**src/rtl/core/optical_drive_command_controller_top_assert.svh**
```systemverilog
// Assertion macros used by the drive controller top module.
`ifndef OPTICAL_DRIVE_COMMAND_CONTROLLER_TOP_ASSERT_SVH
`define OPTICAL_DRIVE_COMMAND_CONTROLLER_TOP_ASSERT_SVH
// Implication checked on every rising clock edge outside reset.
`define ODC_ASSERT_IMP(label, clk, rst_n, lhs, rhs, msg) \
    label: assert property (@(posedge clk) disable iff (!rst_n) (lhs) |-> (rhs)) \
        else $error(msg);
// Next-cycle implication checked outside reset.
`define ODC_ASSERT_NEXT(label, clk, rst_n, lhs, rhs, msg) \
    label: assert property (@(posedge clk) disable iff (!rst_n) (lhs) |=> (rhs)) \
        else $error(msg);
`endif

```
**src/rtl/core/odcc_pkg.sv**
```systemverilog
// Package with shared types and constants of the drive controller.
`timescale 1ns / 1ps
package odcc_pkg;
    localparam logic [1:0] MODE_READ  = 2'd0;
    localparam logic [1:0] MODE_WRITE = 2'd1;
    localparam logic [1:0] MODE_TICK  = 2'd2;
    localparam logic [1:0] MODE_DISK  = 2'd3;

    localparam logic [1:0] OFF_INDEX = 2'd0;
    localparam logic [1:0] OFF_CMD   = 2'd1;
    localparam logic [1:0] OFF_DATA  = 2'd2;
    localparam logic [1:0] OFF_IRQ   = 2'd3;

    localparam logic CFG_DISK_PRESENT = 1'b0;
    localparam logic CFG_IMAGE_BYTES  = 1'b1;

    localparam logic [7:0] STATUS_BYTE = 8'h02;
    localparam logic [7:0] ID_BYTE     = 8'h20;
    localparam logic [7:0] TEST_PARAM  = 8'h20;
    localparam logic [4:0] IRQ_ACK     = 5'h03;
    localparam logic [4:0] IRQ_MASK    = 5'h1F;

    localparam int          USER_BYTES = 2048;
    localparam int          BUF_AW     = 11;
    localparam logic [11:0] RAW_BYTES  = 12'd2352;
    localparam logic [4:0]  DATA_SKIP  = 5'd24;

    localparam logic [7:0] CMD_SETMODE  = 8'h0E;
    localparam logic [7:0] CMD_NOP      = 8'h01;
    localparam logic [7:0] CMD_GETID    = 8'h1A;
    localparam logic [7:0] CMD_GETID2   = 8'h02;
    localparam logic [7:0] CMD_READN    = 8'h06;
    localparam logic [7:0] CMD_READS    = 8'h1B;
    localparam logic [7:0] CMD_PAUSE    = 8'h09;
    localparam logic [7:0] CMD_INIT     = 8'h0A;
    localparam logic [7:0] CMD_GETPARAM = 8'h0F;
    localparam logic [7:0] CMD_GETTN    = 8'h13;
    localparam logic [7:0] CMD_GETTD    = 8'h14;
    localparam logic [7:0] CMD_TEST     = 8'h19;

    typedef enum logic [1:0] {
        DRV_IDLE    = 2'd0,
        DRV_READING = 2'd1,
        DRV_PAUSED  = 2'd2
    } drive_state_t;

    // Request from the controller to the sector buffer.
    typedef struct packed {
        logic             wr_en;
        logic [BUF_AW-1:0] wr_addr;
        logic [7:0]       wr_data;
        logic             rd_en;
        logic [BUF_AW-1:0] rd_addr;
    } buf_req_t;

    // Result held in the output stage.
    typedef struct packed {
        logic [7:0]  read_data;
        logic        irq_request;
        logic        fetch_valid;
        logic [31:0] fetch_offset;
    } result_t;
endpackage

```
**src/rtl/core/odcc_resp_fifo.sv**
```systemverilog
// Response FIFO memory; a command resets it and loads its reply bytes.
`timescale 1ns / 1ps
module odcc_resp_fifo #(
    parameter int RESP_DEPTH = 16
) (
    input  logic                         clk,
    input  logic                         rst_n,
    input  logic                         load,
    input  logic [3:0]                   reply_len,
    input  logic                         id_reply,
    input  logic                         pop,
    output logic                         avail,
    output logic [7:0]                   rd_data
);
    localparam int PW = $clog2(RESP_DEPTH + 1);
    localparam int AW = $clog2(RESP_DEPTH);

    logic [PW-1:0] count_reg, read_pos_reg;
    logic [7:0]    mem [RESP_DEPTH];
    logic [PW-1:0] len_ext;

    // Replies hold at most eight bytes but the depth caps them.
    always_comb
    begin
        len_ext = PW'(reply_len);
        if (len_ext > PW'(RESP_DEPTH))
        begin
            len_ext = PW'(RESP_DEPTH);
        end
    end

    assign avail = read_pos_reg < count_reg;

    // Count and read pointer.
    always_ff @(posedge clk or negedge rst_n)
    begin
        if (!rst_n)
        begin
            count_reg    <= '0;
            read_pos_reg <= '0;
        end
        else if (load)
        begin
            count_reg    <= len_ext;
            read_pos_reg <= '0;
        end
        else if (pop && avail)
        begin
            read_pos_reg <= read_pos_reg + PW'(1);
        end
    end

    // Reply bytes are written in one pass; only entries below the count are read.
    always_ff @(posedge clk)
    begin
        if (load)
        begin
            for (int i = 0; i < RESP_DEPTH; i++)
            begin
                mem[i] <= (i == 0) ? odcc_pkg::STATUS_BYTE :
                          (i == 2 && id_reply) ? odcc_pkg::ID_BYTE : 8'h00;
            end
        end
        if (pop && avail)
        begin
            rd_data <= mem[read_pos_reg[AW-1:0]];
        end
        else
        begin
            rd_data <= 8'h00;
        end
    end
endmodule

```
**config.mk**
```make
export PLATFORM = sky130hd
export DESIGN_NAME = odcc_resp_fifo
export DESIGN_NICKNAME = d
export VERILOG_FILES = /design/src/rtl/core/optical_drive_command_controller_top_assert.svh /design/src/rtl/core/odcc_pkg.sv /design/src/rtl/core/odcc_resp_fifo.sv
export SDC_FILE = /design/constraint.sdc
export NUM_CORES = 1
export LEC_CHECK = 0
export BUFFER_PORTS_ARGS = -buffer_cell sky130_fd_sc_hd__clkbuf_2
export CAP_MARGIN = 20
export CORE_AREA = 2 2 39 41
export CTS_CLUSTER_SIZE = 30
export DETAILED_ROUTE_END_ITERATION = 6
export DIE_AREA = 0 0 41 43
export PLACE_DENSITY = 0.75
export SLEW_MARGIN = 20
export SYNTH_ARGS = -nofsm -noshare
export SYNTH_HDL_FRONTEND = slang
export SYNTH_SLANG_ARGS = --single-unit
```
**constraint.sdc**
```tcl
create_clock -name clk -period 4.9 [get_ports clk]
set_input_delay 0.98 -clock clk [delete_from_list [all_inputs] [get_ports clk]]
set_output_delay 0.98 -clock clk [all_outputs]
set_load 0.05 [all_outputs]
```
==> qor.log <==
qor: synthesis.synth_most_common_cell dfrtp_1
qor: finish.num_antenna_cells 0
qor: synthesis.async_reset_ff_share 75.0%
qor: die.die_boundary_width 41 µm
qor: finish.areaGrowthSynthToFinish 11.1%
qor: synthesis.ys_seq_area_share 46.0%
qor: detailed_routing.detail_route.wl_per_cell 12.6 µm
qor: setup_path.critical_path.reg2reg.startpoint read_pos_reg[3]
qor: setup_path.startpoint_type register
qor: setup_path.startpoint_to_endpoint_class_of_the_critical_path register to output pin
qor: detailed_routing.ant_nets 0
qor: setup_path.crit-reg2reg-capture read_pos_reg[0]
qor: setup_path.worst_setup_path_startpoint read_pos_reg[3]
qor: clock_tree.cts-buffers-inserted 3
qor: sta.clock_skew 0.858 ps
qor: sta.maxClockFrequency 362 MHz
qor: setup_path.cpPeakStageDelay 430 ps
qor: finish.nFillCells 134
qor: synthesis.syn_avg_cell_area 10.2 µm²
qor: finish.final_layout_size_suffix_gt1_share 26.3%
qor: synthesis.syn-cell-area 642 µm²
qor: placed_design.placed_cells 88
qor: sta.finalSetupTns 0 ps
qor: power_and_ir_drop.vdd_drop_max 0.109 mV
qor: synthesis.synth_edf_count 1
qor: die.io_pins 18
qor: sta.hold_viol 0
qor: sta.finish_stage_setup_viols 0
qor: setup_path.slowest_stage dfrtp_1
qor: setup_path.destination_of_the_critical_timing_path avail
qor: setup_path.critical_path_cell_by_cell ha_1 -> a211oi_2 -> nand2_2 -> nor2_1 -> clkbuf_2
qor: finish.largest_reg_flops 5
qor: power_and_ir_drop.powerDensity 323 nW/µm²
qor: grt.grt_pass1_vias 403
qor: detailed_routing.drt-pass1-iter-count 4
qor: clock_tree.cts_root_buffer clkbuf_4
qor: setup_path.arrival_time_worst_endpoint 1780 ps
qor: setup_path.timing.reg2reg.setup_slack 2990 ps
qor: sta.period_minus_slack 2760 ps
qor: synthesis.yosys.cell_types.count 27
qor: clock_tree.cts.reportedPaths.clkPinSlew 70 ps
qor: worst_hold_path.holdCritPathClass register to register
qor: sta.report.final.slew_viol_count 0
qor: outcome.status finished clean
qor: setup_path.path_max_fanout 7
qor: placed_design.dp_hpwl 902 µm
qor: setup_path.cp.required 3920 ps
qor: finish.finish.cell_count_without_fillers 92
qor: synthesis.ys.flop_type dfrtp_1
qor: finish.layout.nets 90
qor: synthesis.yosysWarningCount 0
qor: grt.grt_start_max_net_pins 16
qor: detailed_routing.vias 478
qor: job.drv.max_cap_violation_count 0
qor: synthesis.post_synth_inst_count 63
qor: detailed_routing.via_per_inst 5.20
qor: clock_tree.skew_pair_late_insertion_delay 270 ps
qor: detailed_routing.first_iter_violations 7
qor: grt.grt_antenna_before_repair 0
qor: detailed_routing.totalWireLength 1.16 mm
qor: synthesis.synth-seq-cells 12
qor: detailed_routing.detail_route.drc_violations 0
qor: die.start_util 46.4%
qor: die.fp.dieH 43 µm
qor: clock_tree.post_cts_hold_buffer_count 0
qor: grt.globalRouteOverflowTotal 0
qor: clock_tree.cts.sinks 12
qor: clock_tree.tritoncts built
qor: setup_path.timing.reg2reg.worst_path_depth 5
qor: grt.grtUsageTotal 16.4%
qor: placed_design.io_buffers 11
qor: synthesis.synth_largest_area_cell dfrtp_1
qor: clock_tree.clock_path_buffers 2
qor: die.core-area 1380 µm²
qor: synthesis.synth.cells.most_frequent 9 x dfrtp_1, 6 x buf_4, 5 x inv_1, 5 x nand2_1, 4 x ha_1
qor: die.fp.dieArea 1760 µm²
qor: synthesis.synthDominantCellAreaShare 35.1%
qor: die.rows 14
qor: power_and_ir_drop.power.leakage 0.344 nW
qor: placed_design.globalplace.congestion 0.669
qor: clock_tree.cts.repair_timing.setup_buffer_count 0
qor: setup_path.end_kind output pin
qor: clock_tree.maximum_level_of_the_cts_h_tree 1
qor: grt.grt_pass1_wl 1.77 mm
qor: synthesis.synth_top_cells_by_area dfrtp_1 35%, ha_1 7.8%, buf_4 7.0%, dfxtp_1 6.2%, edfxtp_1 4.7%
qor: clock_tree.cts_repair_resize_count 0
qor: sta.timing.final.crit_share 56.3%
qor: sta.rsz0062_at_grt false
==> routing by layer <==
metal	global-route usage [%]	wire length, µm
met1	17.6	487
met2	23.8	574
met3	4.71	50
met4	16.0	43
met5	0	0
==> critical path, delay by kind of cell (launching register included) <==
family	cells	cell delay, ps
adder cells (fa/ha/maj)	1	340
flip-flops	1	430
AND/OR/NAND/NOR	2	230
buffers and inverters	1	280
AO/OA/AOI/OAI	1	220
==> cells by family (layout without fill, tap and decap cells) <==
kind of cell             after synthesis  in the layout  synth area share (%)
flip-flops                            12             12                  46.0
AND/OR/NAND/NOR                       21             21                  19.7
adder cells (fa/ha/maj)                4              4                  7.80
multiplexers                           3              3                  5.07
buffers and inverters                 12             20                  10.5
other                                  1              6                 0.584
AO/OA/AOI/OAI                         10             10                  10.3
==> through the flow <==
stage	total power, W	setup slack, ps	hold slack (ps)	util [%]	cell area, µm²
6_report	0.000230	2140	529	51.5	713
3_3_place_gp	0.000166	2480	490	49.6	687
2_1_floorplan	0.000158	2240	480	-	661
4_1_cts	0.000233	2130	541	51.5	713
5_1_grt	0.000243	1980	550	51.5	713
3_5_place_dp	0.000168	2440	520	49.6	687
==> how the worst min path moves through the flow <==
stage,start,end,slack (ps),depth (start not counted)
6_report,mem[2][5],rd_data[5],530,1
5_1_grt,rst_n,count_reg[2],550,1
4_1_cts,rst_n,count_reg[2],540,1
3_5_place_dp,mem[2][5],rd_data[5],520,1
3_3_place_gp,mem[2][5],rd_data[5],490,1
2_1_floorplan,mem[2][5],rd_data[5],480,1
==> final cells by class <==
type	instances	area, µm²	area share [%]
multi-input combinational	44	298	41.8
tap	16	20.0	2.81
sequential	12	295	41.4
timing repair buffer	11	55.1	7.72
inverter	5	18.8	2.63
clock buffer	4	26.3	3.68
==> cells in the final DEF, fill, tap and decap left out <==
master	instances
clkbuf_2	11
dfrtp_1	9
conb_1	6
inv_1	5
nand2_1	5
ha_1	4
nor2_1	3
or4_1	3
a21oi_1	3
o21ai_0	3
clkbuf_4	3
mux2_2	2
o31ai_1	2
nand2b_1	2
dfxtp_1	2
nand4b_1	1
a21oi_2	1
a211oi_2	1
nand3_1	1
nand2_2	1
nand4_1	1
nor3b_2	1
nor3_1	1
and3b_1	1
and4_1	1
mux2i_1	1
clkbuf_1	1
edfxtp_1	1
==> power by group <==
| part | switching, W | leakage [nW] | internal (W) |
|---|---|---|---|
| registers | 0.00000544 | 0.143 | 0.000108 |
| clock network | 0.0000329 | 0.0150 | 0.0000316 |
| logic | 0.0000379 | 0.186 | 0.0000149 |
| total | 0.0000762 | 0.344 | 0.000154 |
Note: power is estimated with default switching activity, not from simulation.
